===== config.mk =====
export PLATFORM = sky130hd
export DESIGN_NAME = pwm_input_duty_measure_top
export DESIGN_NICKNAME = d
export VERILOG_FILES = /design/src/hdl/pidm_pkg.sv /design/src/hdl/pidm_ctrl.sv /design/src/hdl/pidm_dp.sv /design/src/hdl/pwm_input_duty_measure_top.sv
export SDC_FILE = /design/constraint.sdc
export NUM_CORES = 1
export LEC_CHECK = 0
export ABC_AREA = 1
export BUFFER_PORTS_ARGS = -buffer_cell sky130_fd_sc_hd__buf_2
export CORE_ASPECT_RATIO = 1.1
export CORE_UTILIZATION = 45
export CTS_CLUSTER_DIAMETER = 30
export DETAILED_ROUTE_END_ITERATION = 6
export SLEW_MARGIN = 5
export SYNTH_ARGS = -nofsm -noshare
export SYNTH_HDL_FRONTEND = slang
export SYNTH_HIERARCHICAL = 1
export SYNTH_SLANG_ARGS = --single-unit

===== constraint.sdc =====
create_clock -name clock -period 2.9 [get_ports clock]
set_clock_uncertainty 0.15 [all_clocks]
set_input_delay 0.725 -clock clock [delete_from_list [all_inputs] [get_ports clock]]
set_output_delay 0.725 -clock clock [all_outputs]
set_load 0.05 [all_outputs]

===== src/hdl/pidm_pkg.sv =====
// ---------------------------------------------------------------------------
// PWM input duty measurement - shared package
// Widths, codes and the controller/datapath interface structs.
// ---------------------------------------------------------------------------
package pidm_pkg;

   localparam int STAMP_BITS = 16;
   localparam int DUTY_W     = 7;
   // numerator width for width*100 (100 < 2**DUTY_W)
   localparam int NUM_W      = STAMP_BITS + DUTY_W;
   localparam int DIV_STEPS  = DUTY_W;
   localparam int STEP_W     = $clog2(DIV_STEPS);

   localparam logic [DUTY_W-1:0] DUTY_FULL = DUTY_W'(100);

   // opcodes
   localparam logic OP_CAPTURE = 1'b0;
   localparam logic OP_REARM   = 1'b1;

   // measurement phases
   localparam logic [1:0] PH_RISE_FIRST = 2'd0;
   localparam logic [1:0] PH_FALL       = 2'd1;
   localparam logic [1:0] PH_RISE_NEXT  = 2'd2;

   // edge polarity
   localparam logic EDGE_RISING  = 1'b0;
   localparam logic EDGE_FALLING = 1'b1;

   typedef struct packed {
      logic              accept;    // transaction taken this cycle
      logic              load_num;  // load width*100 into divider
      logic              div_en;    // one restoring step
      logic [STEP_W-1:0] div_shift; // divisor shift for this step
      logic              out_load;  // capture result into output register
      logic              out_fin;   // output comes from finished measurement
   } ctrl_cmd_type;

   typedef struct packed {
      logic completes;  // accepted capture closes a measurement
   } dp_status_type;

endpackage


===== src/hdl/pidm_ctrl.sv =====
// ---------------------------------------------------------------------------
// PWM input duty measurement - controller
// Handshake, sequencing of the duty divide and output register valid.
// ---------------------------------------------------------------------------
module pidm_ctrl
   import pidm_pkg::*;
(
   input  logic          clock,
   input  logic          reset,
   input  logic          req_valid,
   output logic          req_stall,
   output logic          rsp_valid,
   input  logic          rsp_stall,
   input  dp_status_type status,
   output ctrl_cmd_type  cmd
);

   localparam logic [1:0] ST_IDLE = 2'd0;
   localparam logic [1:0] ST_PREP = 2'd1;
   localparam logic [1:0] ST_DIV  = 2'd2;
   localparam logic [1:0] ST_FIN  = 2'd3;

   logic [1:0]        state_ff, state_in;
   logic [STEP_W-1:0] cnt_ff, cnt_in;
   logic              out_valid_ff, out_valid_in;
   logic              out_free;

   assign out_free  = !out_valid_ff || !rsp_stall;
   assign req_stall = (state_ff != ST_IDLE) || !out_free;
   assign rsp_valid = out_valid_ff;

   always_comb begin
      state_in      = state_ff;
      cnt_in        = cnt_ff;
      cmd           = '0;
      cmd.accept    = req_valid && !req_stall;
      cmd.div_shift = cnt_ff;
      unique case (state_ff)
         ST_IDLE: begin
            if (cmd.accept) begin
               if (status.completes) begin
                  state_in = ST_PREP;
               end else begin
                  cmd.out_load = 1'b1;
               end
            end
         end
         ST_PREP: begin
            cmd.load_num = 1'b1;
            cnt_in       = STEP_W'(DIV_STEPS - 1);
            state_in     = ST_DIV;
         end
         ST_DIV: begin
            cmd.div_en = 1'b1;
            if (cnt_ff == '0) begin
               state_in = ST_FIN;
            end else begin
               cnt_in = cnt_ff - STEP_W'(1);
            end
         end
         ST_FIN: begin
            if (out_free) begin
               cmd.out_load = 1'b1;
               cmd.out_fin  = 1'b1;
               state_in     = ST_IDLE;
            end
         end
         default: state_in = ST_IDLE;
      endcase
      out_valid_in = cmd.out_load || (out_valid_ff && rsp_stall);
   end

   always_ff @(posedge clock) begin
      if (reset) begin
         state_ff     <= ST_IDLE;
         cnt_ff       <= '0;
         out_valid_ff <= 1'b0;
      end else begin
         state_ff     <= state_in;
         cnt_ff       <= cnt_in;
         out_valid_ff <= out_valid_in;
      end
   end

endmodule


===== src/hdl/pidm_dp.sv =====
// ---------------------------------------------------------------------------
// PWM input duty measurement - datapath
// Edge stamps, width/period, restoring duty divider and output register.
// ---------------------------------------------------------------------------
module pidm_dp
   import pidm_pkg::*;
(
   input  logic                  clock,
   input  logic                  reset,
   input  ctrl_cmd_type          cmd,
   output dp_status_type         status,
   input  logic                  req_opcode,
   input  logic [STAMP_BITS-1:0] req_stamp,
   output logic [STAMP_BITS-1:0] rsp_high_ticks,
   output logic [STAMP_BITS-1:0] rsp_period_ticks,
   output logic [DUTY_W-1:0]     rsp_duty_percent,
   output logic                  rsp_measure_done,
   output logic                  rsp_zero_period,
   output logic                  rsp_next_edge,
   output logic                  rsp_armed_flag,
   output logic                  rsp_timer_clear
);

   logic [1:0]            phase_ff, phase_in;
   logic [STAMP_BITS-1:0] first_ff, first_in;
   logic [STAMP_BITS-1:0] width_ff, width_in;
   logic [STAMP_BITS-1:0] period_ff, period_in;
   logic [DUTY_W-1:0]     duty_ff, duty_in;
   logic                  armed_ff, armed_in;
   logic [NUM_W-1:0]      rem_ff, rem_in;
   logic [DUTY_W-1:0]     quot_ff, quot_in;
   logic [NUM_W:0]        trial;
   logic [DUTY_W-1:0]     duty_fin;
   logic                  zero_p;

   logic [STAMP_BITS-1:0] o_width_ff, o_period_ff;
   logic [DUTY_W-1:0]     o_duty_ff;
   logic                  o_done_ff, o_zero_ff, o_edge_ff, o_armed_ff, o_clr_ff;

   assign status.completes = (req_opcode == OP_CAPTURE) && armed_ff
                             && (phase_ff == PH_RISE_NEXT);

   assign zero_p = (period_ff == '0);

   // saturating duty once the divider is done
   always_comb begin
      priority if (zero_p)               duty_fin = '0;
      else if (width_ff >= period_ff)    duty_fin = DUTY_FULL;
      else                               duty_fin = quot_ff;
   end

   // edge bookkeeping on an accepted transaction; duty latched when a measurement finishes
   always_comb begin
      phase_in  = phase_ff;
      first_in  = first_ff;
      width_in  = width_ff;
      period_in = period_ff;
      armed_in  = armed_ff;
      duty_in   = duty_ff;
      if (cmd.accept) begin
         if (req_opcode == OP_REARM) begin
            armed_in = 1'b1;
         end else if (armed_ff) begin
            unique case (phase_ff)
               PH_RISE_FIRST: begin
                  first_in = req_stamp;
                  phase_in = PH_FALL;
               end
               PH_FALL: begin
                  width_in = req_stamp - first_ff;
                  phase_in = PH_RISE_NEXT;
               end
               PH_RISE_NEXT: begin
                  period_in = req_stamp - first_ff;
                  armed_in  = 1'b0;
                  phase_in  = PH_RISE_FIRST;
               end
               default: ; // unreachable phase: capture ignored
            endcase
         end
      end
      if (cmd.out_fin) begin
         duty_in = duty_fin;
      end
   end

   // restoring divider: width*100 / period, one quotient bit per step
   always_comb begin
      rem_in  = rem_ff;
      quot_in = quot_ff;
      trial   = {1'b0, rem_ff} - ((NUM_W + 1)'(period_ff) << cmd.div_shift);
      if (cmd.load_num) begin
         rem_in  = NUM_W'(width_ff) * NUM_W'(DUTY_FULL);
         quot_in = '0;
      end else if (cmd.div_en) begin
         quot_in = {quot_ff[DUTY_W-2:0], !trial[NUM_W]};
         if (!trial[NUM_W]) begin
            rem_in = trial[NUM_W-1:0];
         end
      end
   end

   always_ff @(posedge clock) begin
      if (reset) begin
         phase_ff  <= PH_RISE_FIRST;
         first_ff  <= '0;
         width_ff  <= '0;
         period_ff <= '0;
         duty_ff   <= '0;
         armed_ff  <= 1'b1;
      end else begin
         phase_ff  <= phase_in;
         first_ff  <= first_in;
         width_ff  <= width_in;
         period_ff <= period_in;
         duty_ff   <= duty_in;
         armed_ff  <= armed_in;
      end
   end

   always_ff @(posedge clock) begin
      rem_ff  <= rem_in;
      quot_ff <= quot_in;
      if (cmd.out_load) begin
         o_width_ff  <= width_in;
         o_period_ff <= period_in;
         o_duty_ff   <= duty_in;
         o_done_ff   <= cmd.out_fin;
         o_zero_ff   <= cmd.out_fin && zero_p;
         o_edge_ff   <= (phase_in == PH_FALL) ? EDGE_FALLING : EDGE_RISING;
         o_armed_ff  <= armed_in;
         o_clr_ff    <= cmd.out_fin;
      end
   end

   assign rsp_high_ticks   = o_width_ff;
   assign rsp_period_ticks = o_period_ff;
   assign rsp_duty_percent = o_duty_ff;
   assign rsp_measure_done = o_done_ff;
   assign rsp_zero_period  = o_zero_ff;
   assign rsp_next_edge    = o_edge_ff;
   assign rsp_armed_flag   = o_armed_ff;
   assign rsp_timer_clear  = o_clr_ff;

endmodule


===== src/hdl/pwm_input_duty_measure_top.sv =====
// ---------------------------------------------------------------------------
// PWM input duty measurement - top level
// Each request transaction is a capture edge with its timer stamp or a rearm
// command, and each yields exactly one response transaction. While armed the
// block takes a rising edge, a falling edge and the next rising edge; width
// and period are stamp differences modulo 2**16. That last edge produces the
// duty in whole percent (width*100/period, truncated, saturated at 100, 0 with
// zero_period set for a zero period), disarms the block and pulses
// timer_clear. Captures while disarmed are ignored until a rearm arrives.
// A transaction that does not finish a measurement is registered as its
// response in its accepting cycle. A finishing capture goes on to a state that
// forms width*100, the restoring divider (one quotient bit per step) and a
// state that saturates and registers the result once the response register
// is free; the request side stalls meanwhile. A new request is taken only
// when the response register is empty or is being read in that same cycle.
// ---------------------------------------------------------------------------
module pwm_input_duty_measure_top
   import pidm_pkg::*;
(
   input  logic                  clock,
   input  logic                  reset,
   // request channel
   input  logic                  req_valid,
   output logic                  req_stall,
   input  logic                  req_opcode,
   input  logic [STAMP_BITS-1:0] req_stamp,
   // response channel
   output logic                  rsp_valid,
   input  logic                  rsp_stall,
   output logic [STAMP_BITS-1:0] rsp_high_ticks,
   output logic [STAMP_BITS-1:0] rsp_period_ticks,
   output logic [DUTY_W-1:0]     rsp_duty_percent,
   output logic                  rsp_measure_done,
   output logic                  rsp_zero_period,
   output logic                  rsp_next_edge,
   output logic                  rsp_armed_flag,
   output logic                  rsp_timer_clear
);

   ctrl_cmd_type  cmd;
   dp_status_type status;

   // sequencing: handshake, divide steps, response valid
   pidm_ctrl u_ctrl (
      .clock     (clock),
      .reset     (reset),
      .req_valid (req_valid),
      .req_stall (req_stall),
      .rsp_valid (rsp_valid),
      .rsp_stall (rsp_stall),
      .status    (status),
      .cmd       (cmd)
   );

   // measurement state, divider and response payload
   pidm_dp u_dp (
      .clock            (clock),
      .reset            (reset),
      .cmd              (cmd),
      .status           (status),
      .req_opcode       (req_opcode),
      .req_stamp        (req_stamp),
      .rsp_high_ticks   (rsp_high_ticks),
      .rsp_period_ticks (rsp_period_ticks),
      .rsp_duty_percent (rsp_duty_percent),
      .rsp_measure_done (rsp_measure_done),
      .rsp_zero_period  (rsp_zero_period),
      .rsp_next_edge    (rsp_next_edge),
      .rsp_armed_flag   (rsp_armed_flag),
      .rsp_timer_clear  (rsp_timer_clear)
   );

endmodule


; ---- Word-level counts from Yosys, hierarchy flattened
; Index checks and enable logic that the tools add are counted.
[classes]
add_sub_neg = 3
n_mul = 1
order_cmp = 1
eq_ne = 12
shift = 1
n_mux = 37
bitwise_logic = 2
n_reduce_logical = 25
[ops]
columns = op, count
row1 = $mux W16, 8
row2 = $mux W23, 3
row3 = $shl A16 B3 Y24, 1
row4 = $sub A23 B24 Y24, 1
row5 = $mul A16 B5 Y21 const B, 1
row6 = $mux W7, 3
row7 = $ge A16 B16 Y1, 1
row8 = $logic_not A16 Y1, 1
row9 = $mux W2, 8
row10 = $sub A16 B16 Y16, 1
row11 = $mux W1, 10
row12 = $ne A2 B2 Y1 const B, 4
row13 = $pmux W2 S4, 1
row14 = $reduce_and A4 Y1, 2
row15 = $eq A2 B1 Y1 const B, 3
row16 = $eq A2 B2 Y1 const B, 3
row17 = $pmux W2 S3, 1
row18 = $pmux W3 S2, 1
row19 = $reduce_and A2 Y1, 3
row20 = $reduce_bool A2 Y1, 3
row21 = $logic_and A1 B1 Y1, 5
row22 = $logic_not A1 Y1, 5
row23 = $logic_not A2 Y1, 2
row24 = $ne A2 B1 Y1 const B, 2
row25 = 6 further kinds, 9
[word_totals]
regBits = 137
out_inout_bits = 46
word_cells = 101

; ---- Depth between registers and ports, before layout
; Gate-level depths: netlist (run 1).
[depth]
depth_word = 9
depth_mapped = 21
depth_no_buf = 20

; ---- Hierarchy
; Netlist (run 1), hierarchy kept.
[by_module_without_submodules]
columns = mod, n_inst, cells_per_inst, area_per_inst_um2, seq_area_each_um2
row1 = pidm_dp, 1, 1467, 10183.5, 3263.1
row2 = pidm_ctrl, 1, 61, 421.7, 120.1

; ---- Least setup slack after synthesis (run 1)
; No wires, ideal clock.
[synth_timing]
path_type = flip-flop to flip-flop
start = register u_ctrl.cnt_ff[0]
end = register u_dp.rem_ff[10] (enable)
arrival_ns = 2.660
slack_ns = -0.288
path_stages_with_launch = 15
path_buffers = 1
period_less_slack_ns = 3.188
path_cell_list = dfxtp_1 clkbuf_1 o21ai_0 nand2_1 o21ai_0 or2_2 ha_1 nand2_1 nor2_1 nand2_1 nor2_1 nand2_1 nand3_2 nand2_1 nand2_1
[synth_between]
elab_chain_cells = 4
[synth_rtl]
columns = element, line
row1 = start: declaration, pidm_ctrl.sv:24  ; logic [STEP_W-1:0] cnt_ff, cnt_in;
row2 = start signal: assignment, pidm_ctrl.sv:80  ; cnt_ff <= cnt_in;
row3 = $shl A16 B3 Y24, pidm_dp.sv:91  ; trial = {1'b0, rem_ff} - ((NUM_W + 1)'(period_ff) << cmd.div_shift);
row4 = $sub A23 B24 Y24, pidm_dp.sv:91
row5 = $ne A2 B2 Y1 (no source line), n/a
row6 = $reduce_and A2 Y1 (no source line), n/a
row7 = end signal: assignment, pidm_dp.sv:122  ; rem_ff <= rem_in;
row8 = end: declaration, pidm_dp.sv:30  ; logic [NUM_W-1:0] rem_ff, rem_in;
; Every way passes these cells.
; A chain may end at the register's enable or synchronous reset.

; ---- Final worst setup path (run 1)
[layout_timing]
start = register u_ctrl.cnt_ff[0]
end = register u_dp.rem_ff[21] (data pin)
[layout_between]
elab_chain_cells = 5
[layout_rtl]
columns = element, line
row1 = $shl A16 B3 Y24, pidm_dp.sv:91
row2 = $sub A23 B24 Y24, pidm_dp.sv:91
row3 = $mux W23, pidm_dp.sv:97  ; if (!trial[NUM_W]) begin
row4 = $mux W23, pidm_dp.sv:95  ; end else if (cmd.div_en) begin
row5 = $mux W23, pidm_dp.sv:92  ; if (cmd.load_num) begin
row6 = via u_dp.rem_in[21], pidm_dp.sv:30
; The timed path passes the listed nets, and every way through them passes these cells. The select of a mux whose other input is x is not followed.

==> impl_metrics.ini, run 1 <==
[clock_tree]
cts.htree.levels = 4
clock_latency_ns = 0.43
clk_path_buf_depth = 2
cts_tree = built
holdBufCountCts = 0
cts_buffers = 17
clock_sink_count = 137
clock_tree.root_cell = clkbuf_16
clkSlewWorstSetupHoldPaths_ns = 0.06

[setup_path]
required_ns = 2.94
startpoint_type = flip-flop
critPathTopFamily = simple AND/OR/NAND/NOR gates
cp_data_arrival_time_ns = 3.02
crit_path_end_kind = flip-flop
worst_path_largest_cell_delay_ns = 0.38
cpMostUsedCell = nand2_2
r2r_start = u_ctrl/cnt_ff[0]
rr_worst_depth = 20
critPathKind = flip-flop to flip-flop
slowest_stage = dfxtp_4
critPathBufInv = 5
r2r_slack_ns = -0.08
crit_chain = buf_12 -> buf_12 -> nand2_4 -> o21ai_2 -> buf_4 -> mux2i_2 -> nand2_1 -> nand2_2 -> ha_4 -> nand2_2 -> nand2_2 -> a21oi_2 -> nand2_2 -> nand2_2 -> nand3_4 -> nand3_4 -> buf_6 -> inv_6 -> nand2_2 -> nand2_1
r2r_end = u_dp/rem_ff[21]
crit_fanout = 6

[detailed_routing]
wl_met2_um = 16600
drtIter0Drc = 469
routed.top_layer = met4
dr_wl_met3_um = 796
vias = 10350
finalWirelength_um = 32090
vias_per_cell = 4.975
met1_length_um = 13560
firstDrtPassIters = 5
drc_errors = 0
postRouteAntennaNets = 0
wire_per_inst_um = 15.43

[timing]
drv_slew = 0
final.period_utilization_pct = 102.8
fin_ws_ns = -0.08093
hold_violations = 0
whs_ns = 0.3069
tns_ns = -0.7712
fmax_mhz = 335.5
grt_setup_unrepaired = true
setup_viol = 19
layout_min_cycle_time_ns = 2.981
tightest_slew_ns = 1.015
relSlewSlack_pct = 32.35

[synth]
yosys.cell_types.count = 40
yosysTopAreaCell = edfxtp_1
syn_area_um2 = 10610
yosys_register_bits = 137
syn_avg_cell_area_um2 = 6.941
synth_edf_count = 64
synthCells = 1528
synth_common_cells = 500 x nand2_1, 276 x inv_1, 118 x ha_1
seq_area_frac_synth_pct = 31.90
async_reset_ff_share_pct = 0
ys.flop_type = dfxtp_1
syn_nets = 1680
synth_area_leaders = edfxtp_1 18%, nand2_1 18%, ha_1 14%
synth_most_common_cell = nand2_1
synth_top_area_share_pct = 18.12
ys.warnings.count = 6

[pwr]
intPower_mw = 8.865
p_clk_share_pct = 12.5
comb_power_share_pct = 69.2
p_sw_mw = 8.911
powerDensity_nw_per_um2 = 1198
leakagePower_nw = 7.523
switching_share_pct = 50.13
seqPwrFrac_pct = 18.3
peakVddDrop_uv = 617.3

[floorplanning]
die_x_um = 148.4
initial_core_util_pct = 46.10
coreArea_um2 = 23000
floorplan.die_area_um2 = 24190
rows = 58
die_h_um = 163.0
ios = 67

[final_layout]
fin_util_pct = 64.48
drive_gt1_share_pct = 32.70
area_delta_synth_final_pct = 39.87
final_area_um2 = 14830
antenna_cells = 0
nFillCells = 1972
nNetsFinal = 1919

[grt]
grt_use_total_pct = 25.65
grt_antenna_before_repair = 0
grt-ovfl-total = 0
grt_pass1_wl_um = 48010
grt_max_degree = 44
grt_pass1_vias = 9918

[place]
dpl_cell_area_um2 = 12400
finalWeightedCongestion = 1.012
placement.io_buffers = 66
dp_hpwl_um = 23320

[hold_path]
hold_path.class = flip-flop to flip-flop
hold_end = u_dp/first_ff[9]
holdPathStages = 2
min-delay-start = u_dp/first_ff[9]

[outcome]
violations = setup timing
status = finished, violations left

[run]
maxCapViolations = 0
## flip-flops by register name, summed over array words and instances (netlist names)
name and flops:
u_dp/width_ff 16, u_ctrl/rsp_valid 1, u_dp/rsp_high_ticks 16, u_dp/first_ff 16
u_dp/phase_ff 2, u_dp/rsp_timer_clear 1, u_dp/rem_ff 23, u_dp/rsp_next_edge 1
u_dp/period_ff 16, u_dp/armed_ff 1, u_dp/quot_ff 7, u_dp/rsp_zero_period 1
u_dp/rsp_armed_flag 1, u_dp/rsp_duty_percent 7, u_ctrl/state_ff 2, u_dp/rsp_period_ticks 16
u_dp/duty_ff 7, u_ctrl/cnt_ff 3
## worst max-delay path by stage
stage                      from               to  slack [ns]  cells after the start
2_1_floorplan  u_dp/width_ff[5]  u_dp/rem_ff[15]      -0.003                     14
3_3_place_gp   u_ctrl/cnt_ff[0]  u_dp/rem_ff[14]       -0.43                     15
3_5_place_dp   u_ctrl/cnt_ff[0]  u_dp/rem_ff[22]       -0.44                     15
4_1_cts        u_dp/width_ff[6]  u_dp/rem_ff[19]      -0.008                     14
5_1_grt        u_ctrl/cnt_ff[0]  u_dp/rem_ff[21]       -0.17                     18
6_report       u_ctrl/cnt_ff[0]  u_dp/rem_ff[21]       -0.08                     20
## layout by cell type (no fill, tap or decap), types with 5 or more instances in the layout
cell type	count
nor2_2	11
inv_1	245
a21oi_4	6
o21ai_0	38
nand2_4	16
nand3b_1	6
a21oi_2	7
nand2_1	422
buf_4	163
nor2_4	12
inv_6	6
xnor2_1	13
buf_12	5
buf_2	66
nand2_2	66
nand4_1	15
ha_4	48
nor2_1	77
nand3_1	65
o21ai_2	41
edfxtp_1	64
buf_6	8
clkbuf_16	21
a21oi_1	79
nand3_4	6
xor2_1	10
ha_1	69
o21ai_1	10
nand3_2	13
inv_2	33
dfxtp_4	10
fa_1	11
dfxtp_1	61
## layer usage
layer  vias up  track usage [%]
met2       207            45.58
met4         0            11.72
met3        62            2.793
met5         -                0
li1       5310                -
met1      4770            31.01
## repair_timing
action | 4_1_cts | 5_1_grt
setup buffers | 17 | 14
gates cloned | 2 | 6
pin swaps | 73 | 102
gates resized for setup | 195 | 178
setup endpoints to repair | 45 | 45
## kinds of logic (layout without fill, tap and decap cells)
family | after synthesis | count (layout) | synth area share (%)
buffers and inverters | 314 | 564 | 11.33
AOI/OAI and AO/OA | 192 | 192 | 10.08
xor gates and xnor gates | 26 | 26 | 2.147
muxes | 1 | 1 | 0.09439
and+or+nand+nor | 727 | 729 | 28.08
adders and majority gates | 131 | 131 | 16.38
DFF | 137 | 137 | 31.90
## tightest hold or removal path, stage by stage, from the launching register on
cell,delay (ns)
dfxtp_1,0.30
inv_1,0.06
a21oi_1,0.06
## final cells by class
cell class,instances,area [µm²],area share (%)
Sequential cell,137,3423,23.08
Inverter,284,1085,7.313
Clock inverter,15,175.2,1.181
Timing Repair Buffer,248,1874,12.64
Multi-Input combinational cell,1079,7475,50.39
Clock buffer,17,425.4,2.868
Tap cell,300,375.4,2.531
## per-stage QoR
step	std cells	setup WS, ns	total power, mW
after global routing	2080	-0.1740	19.02
after CTS	2063	-0.007843	16.33
after floorplan	1528	-0.002886	9.772
after detailed placement	2014	-0.4375	13.16
final	2080	-0.08093	17.78
after global placement	2014	-0.4317	13.13
## power groups by stage
stage / sequential, mW / combinational (mW) / clock, mW
2_1_floorplan: 4.27 / 5.50 / 0
3_3_place_gp: 3.20 / 9.93 / 0
3_5_place_dp: 3.20 / 9.96 / 0
4_1_cts: 3.21 / 10.9 / 2.25
5_1_grt: 3.32 / 13.4 / 2.35
6_report: 3.26 / 12.3 / 2.22
Power figures use the tool's default switching activity.
==> inputs of run 2 (changes only) <==
CORE_ASPECT_RATIO = 0.7   (was 1.1)
clock period = 3 ns   (was 2.9 ns; I/O delays follow)
==> impl_metrics.ini, run 2 (synthesized netlist as in run 1, its figures left out) <==
[final_layout]
fin_util_pct = 64.34
largest-register = u_dp/rem_ff
nNetsFinal = 1914
layout_common_cells = 397 x nand2_1, 254 x inv_1, 154 x buf_4, 90 x nand2_2, 80 x a21oi_1
drive_gt1_share_pct = 32.23
final_common_cell = nand2_1
largest_register_ff_count = 23
area_delta_synth_final_pct = 38.98
layout.cells.non_filler = 2087
antenna_cells = 0
nFillCells = 2007
final_area_um2 = 14740

[clock_tree]
cts_buffers = 17
clock_latency_ns = 0.43
clock_tree.root_cell = clkbuf_16
cts.htree.levels = 4
holdBufCountCts = 0
cts_tree = built
clk_path_buf_depth = 2
clock_sink_count = 137
clkSlewWorstSetupHoldPaths_ns = 0.06

[pwr]
p_total_mw = 17.09
intPower_mw = 8.622
p_sw_mw = 8.467
powerDensity_nw_per_um2 = 1159
seqPwrFrac_pct = 18.2
switching_share_pct = 49.55
p_clk_share_pct = 12.7
peakVddDrop_uv = 851.4
comb_power_share_pct = 69.1
leakagePower_nw = 7.567

[place]
finalWeightedCongestion = 0.9559
placement.io_buffers = 66
dp.cells = 2018
dpl_cell_area_um2 = 12320
dp_hpwl_um = 23950
place_ws_ns = -0.3858

[timing]
setup_viol = 3
tns_ns = -0.1064
fmax_mhz = 327.3
hold_violations = 0
drv_slew = 0
whs_ns = 0.3097
layout_min_cycle_time_ns = 3.056
fin_ws_ns = -0.05574
grt_setup_unrepaired = true
relSlewSlack_pct = 60.08
tightest_slew_ns = 0.5989
final.period_utilization_pct = 101.9

[detailed_routing]
drc_errors = 0
vias_per_cell = 5.050
wire_per_inst_um = 15.50
drtIter0Drc = 813
firstDrtPassIters = 5
finalWirelength_um = 32340
vias = 10540
postRouteAntennaNets = 0

[floorplanning]
floorplan.die_area_um2 = 24190
die_h_um = 130.4
rows = 46
die_x_um = 185.5
ios = 67
initial_core_util_pct = 46.30
coreArea_um2 = 22910

[setup_path]
critPathKind = flip-flop to flip-flop
cp_data_arrival_time_ns = 3.10
crit_fanout = 6
required_ns = 3.04
crit_path_end_kind = flip-flop
startpoint_type = flip-flop

[outcome]
violations = setup timing
status = finished, violations left

[grt]
grt_max_degree = 44
grt_pass1_wl_um = 50410
grt-ovfl-total = 0
grt_use_total_pct = 27.22
grt_antenna_before_repair = 0
grt_pass1_vias = 9758

[hold_path]
hold_path.class = flip-flop to flip-flop

[run]
maxCapViolations = 0
## run 2: path summary, 6_finish.rpt
kind	startpoint	endpoint	slack [ns]	cells after the start
hold / removal	u_dp/first_ff[6]	u_dp/first_ff[6]	0.31	2
setup / recovery	u_dp/width_ff[3]	u_dp/rem_ff[21]	-0.06	13
setup reg to reg	u_dp/width_ff[3]	u_dp/rem_ff[21]	-0.06	13
hold reg to reg	u_dp/first_ff[6]	u_dp/first_ff[6]	0.31	2
## run 2: area by class of cell
type	instances	area (µm²)	share of cell area, %
Sequential cell	137	3420	23.20
Clock buffer	20	467.9	3.175
Clock inverter	12	136.4	0.9253
Timing Repair Buffer	245	1919	13.02
Tap cell	312	390.4	2.649
Multi-Input combinational cell	1077	7336	49.77
Inverter	284	1070	7.258
## run 2: worst max-delay path, cell delays in order, from the launching register on
cell and delay [ns]:
dfxtp_4 0.37, ha_1 0.28, ha_1 0.31, fa_1 0.51
ha_4 0.34, nand3_2 0.09, nand3_2 0.13, nand2_1 0.08
nand2_2 0.12, nand3_4 0.10, nand2_2 0.08, nand2_2 0.07
nand3_4 0.12, nand2_2 0.06
## run 2: repair_timing
item	4_1_cts	5_1_grt
pin swaps	48	84
buffers inserted	25	10
setup endpoints to repair	42	45
resized for setup	157	208
cloned	4	4
## run 2: power groups by stage
stage	registers, mW	clock network (mW)	logic, mW
2_1_floorplan	4.13	0	5.29
3_3_place_gp	3.08	0	9.44
3_5_place_dp	3.08	0	9.48
4_1_cts	3.08	2.22	10.7
5_1_grt	3.18	2.30	12.9
6_report	3.11	2.17	11.8
## run 2: per-layer routing
metal | track usage (%) | vias to the layer above | share of wire, % | wire length, µm
met3 | 4.878 | 35 | 6.6 | 2134
met2 | 39.28 | 308 | 42 | 13500
met4 | 6.028 | 0 | 1.2 | 403
met1 | 41.66 | 4878 | 50 | 16310
li1 | - | 5319 | - | -
met5 | 0 | - | 0 | 0
==> inputs of run 3 (changes only) <==
CELL_PAD_IN_SITES_DETAIL_PLACEMENT = 0   (was unset)
CELL_PAD_IN_SITES_GLOBAL_PLACEMENT = 1   (was unset)
CORE_MARGIN = 3   (was unset)
PLACE_DENSITY_LB_ADDON = 0.1   (was unset)
TNS_END_PERCENT = 50   (was unset)
==> impl_metrics.ini, run 3 (synthesized netlist as in run 1, its figures left out) <==
[detailed_routing]
drtIter0Drc = 710
postRouteAntennaNets = 0
firstDrtPassIters = 5
finalWirelength_um = 31820
drc_errors = 0
wire_per_inst_um = 15.28
vias_per_cell = 4.961
vias = 10330

[grt]
grt_antenna_before_repair = 0
grt_max_degree = 44
grt_use_total_pct = 24.45
grt-ovfl-total = 0
grt_pass1_vias = 9275
grt_pass1_wl_um = 48610

[hold_path]
min-delay-start = u_dp/first_ff[12]
hold_path.class = flip-flop to flip-flop
hold_end = u_dp/first_ff[12]
holdPathStages = 2

[setup_path]
r2r_start = u_ctrl/cnt_ff[0]
slowest_stage = dfxtp_4
cp_data_arrival_time_ns = 3.04
critPathKind = flip-flop to flip-flop
critPathTopFamily = buffers and inverters
crit_path_end_kind = flip-flop
r2r_slack_ns = 0.002
critPathBufInv = 6
crit_fanout = 8
r2r_end = u_dp/rem_ff[21]
cp.depth = 17
cpMostUsedCell = nand2_1
startpoint_type = flip-flop
rr_worst_depth = 17
worst_path_largest_cell_delay_ns = 0.44
crit_chain = clkbuf_16 -> clkinvlp_4 -> nor3_2 -> buf_4 -> o21ai_2 -> ha_4 -> nand2_1 -> nand2_1 -> inv_1 -> nand2_2 -> a21oi_2 -> buf_4 -> nand3_4 -> nand3_4 -> clkinvlp_4 -> nand2_2 -> nand2_1
required_ns = 3.04

[floorplanning]
coreArea_um2 = 22910
floorplan.die_area_um2 = 25470
die_h_um = 134.4
initial_core_util_pct = 46.30
die_x_um = 189.5
ios = 67
rows = 46

[pwr]
powerDensity_nw_per_um2 = 1150
switching_share_pct = 49.30
peakVddDrop_uv = 1558
p_clk_share_pct = 12.2
leakagePower_nw = 7.479
p_sw_mw = 8.196
intPower_mw = 8.428
seqPwrFrac_pct = 18.6
comb_power_share_pct = 69.1

[timing]
hold_violations = 0
relSlewSlack_pct = 52.77
fmax_mhz = 333.6
whs_ns = 0.3067
final.period_utilization_pct = 99.92
layout_min_cycle_time_ns = 2.998
tns_ns = 0
grt_setup_unrepaired = true
tightest_slew_ns = 0.7020
setup_viol = 0
drv_slew = 0

[final_layout]
layout_common_cells = 428 x nand2_1, 256 x inv_1, 161 x buf_4, 81 x ha_1, 79 x a21oi_1
largest_register_ff_count = 23
antenna_cells = 0
fin_util_pct = 63.13
largest-register = u_dp/rem_ff
drive_gt1_share_pct = 30.11
final_area_um2 = 14460
area_delta_synth_final_pct = 36.35
nNetsFinal = 1909
final_common_cell = nand2_1

[clock_tree]
clock_latency_ns = 0.44
clkSlewWorstSetupHoldPaths_ns = 0.06
cts_buffers = 17
clock_sink_count = 137
cts.htree.levels = 4
clk_path_buf_depth = 2
cts_tree = built
clock_tree.root_cell = clkbuf_16

[place]
dpl_cell_area_um2 = 12440
dp_hpwl_um = 24500
finalWeightedCongestion = 0.9155
placement.io_buffers = 66

[run]
maxCapViolations = 0

[outcome]
status = completed
[run 3: cell count changes in the layout (fill, tap and decap cells not counted), moves of 3 or more]
cell / previous run / this run
buf_12: 8 / 5
inv_2: 27 / 24
nand2_2: 90 / 57
clkinv_2: 1 / 4
nand2_1: 397 / 428
buf_4: 154 / 161
nor2_1: 76 / 72
buf_6: 10 / 3
[run 3: layer usage]
metal / global-route usage [%] / part of all wire (%)
met1: 39.05 / 54
met2: 33.75 / 40
met3: 4.859 / 5.3
met4: 4.637 / 1.1
met5: 0 / 0
[run 3: timing repair]
action,in CTS,in global routing
gates cloned,1,5
hold buffers,0,0
pin swaps,9,104
endpoints found under the setup margin,45,44
gates resized for setup,88,226
buffers inserted,3,8
[run 3: worst max-delay path by stage]
stage	startpoint	endpoint	slack, ns
finish	u_ctrl/cnt_ff[0]	u_dp/rem_ff[21]	0.002
global route	u_ctrl/cnt_ff[0]	u_dp/rem_ff[21]	-0.07
CTS	u_dp/width_ff[6]	u_dp/rem_ff[14]	-0.02
detailed placement	u_dp/width_ff[9]	u_dp/rem_ff[19]	-0.20
global placement	u_dp/width_ff[9]	u_dp/rem_ff[17]	-0.24
floorplan	u_ctrl/cnt_ff[0]	u_dp/rem_ff[10]	0.01
[run 3: cell type report]
class                      instances  area [µm²]
timing repair buffer             240        1800
sequential                       137        3420
clock inverter                    14       120.1
multi-input combinational       1077        7217
fill                            2102        8447
tap                              312       390.4
clock buffer                      18       439.2
inverter                         284        1074
[run 3: worst min-delay path: stages, from the launching register on]
cell and delay [ns]:
dfxtp_1 0.30, inv_1 0.06, a21oi_1 0.05
[run 3: power groups by stage]
stage / Combinational (mW) / Clock, mW / Sequential (mW)
2_1_floorplan: 5.29 / 0 / 4.13
3_3_place_gp: 9.82 / 0 / 3.06
3_5_place_dp: 9.86 / 0 / 3.06
4_1_cts: 10.2 / 2.08 / 3.05
5_1_grt: 12.5 / 2.17 / 3.16
6_report: 11.5 / 2.04 / 3.09
[run 3: through the flow]
| step | instances | setup WS, ns | power, mW |
|---|---|---|---|
| after floorplan | 1528 | 0.01358 | 9.423 |
| after global placement | 2034 | -0.2373 | 12.88 |
| after detailed placement | 2034 | -0.2040 | 12.92 |
| after CTS | 2070 | -0.01725 | 15.34 |
| after global routing | 2082 | -0.07084 | 17.85 |
| final | 2082 | 0.002334 | 16.62 |
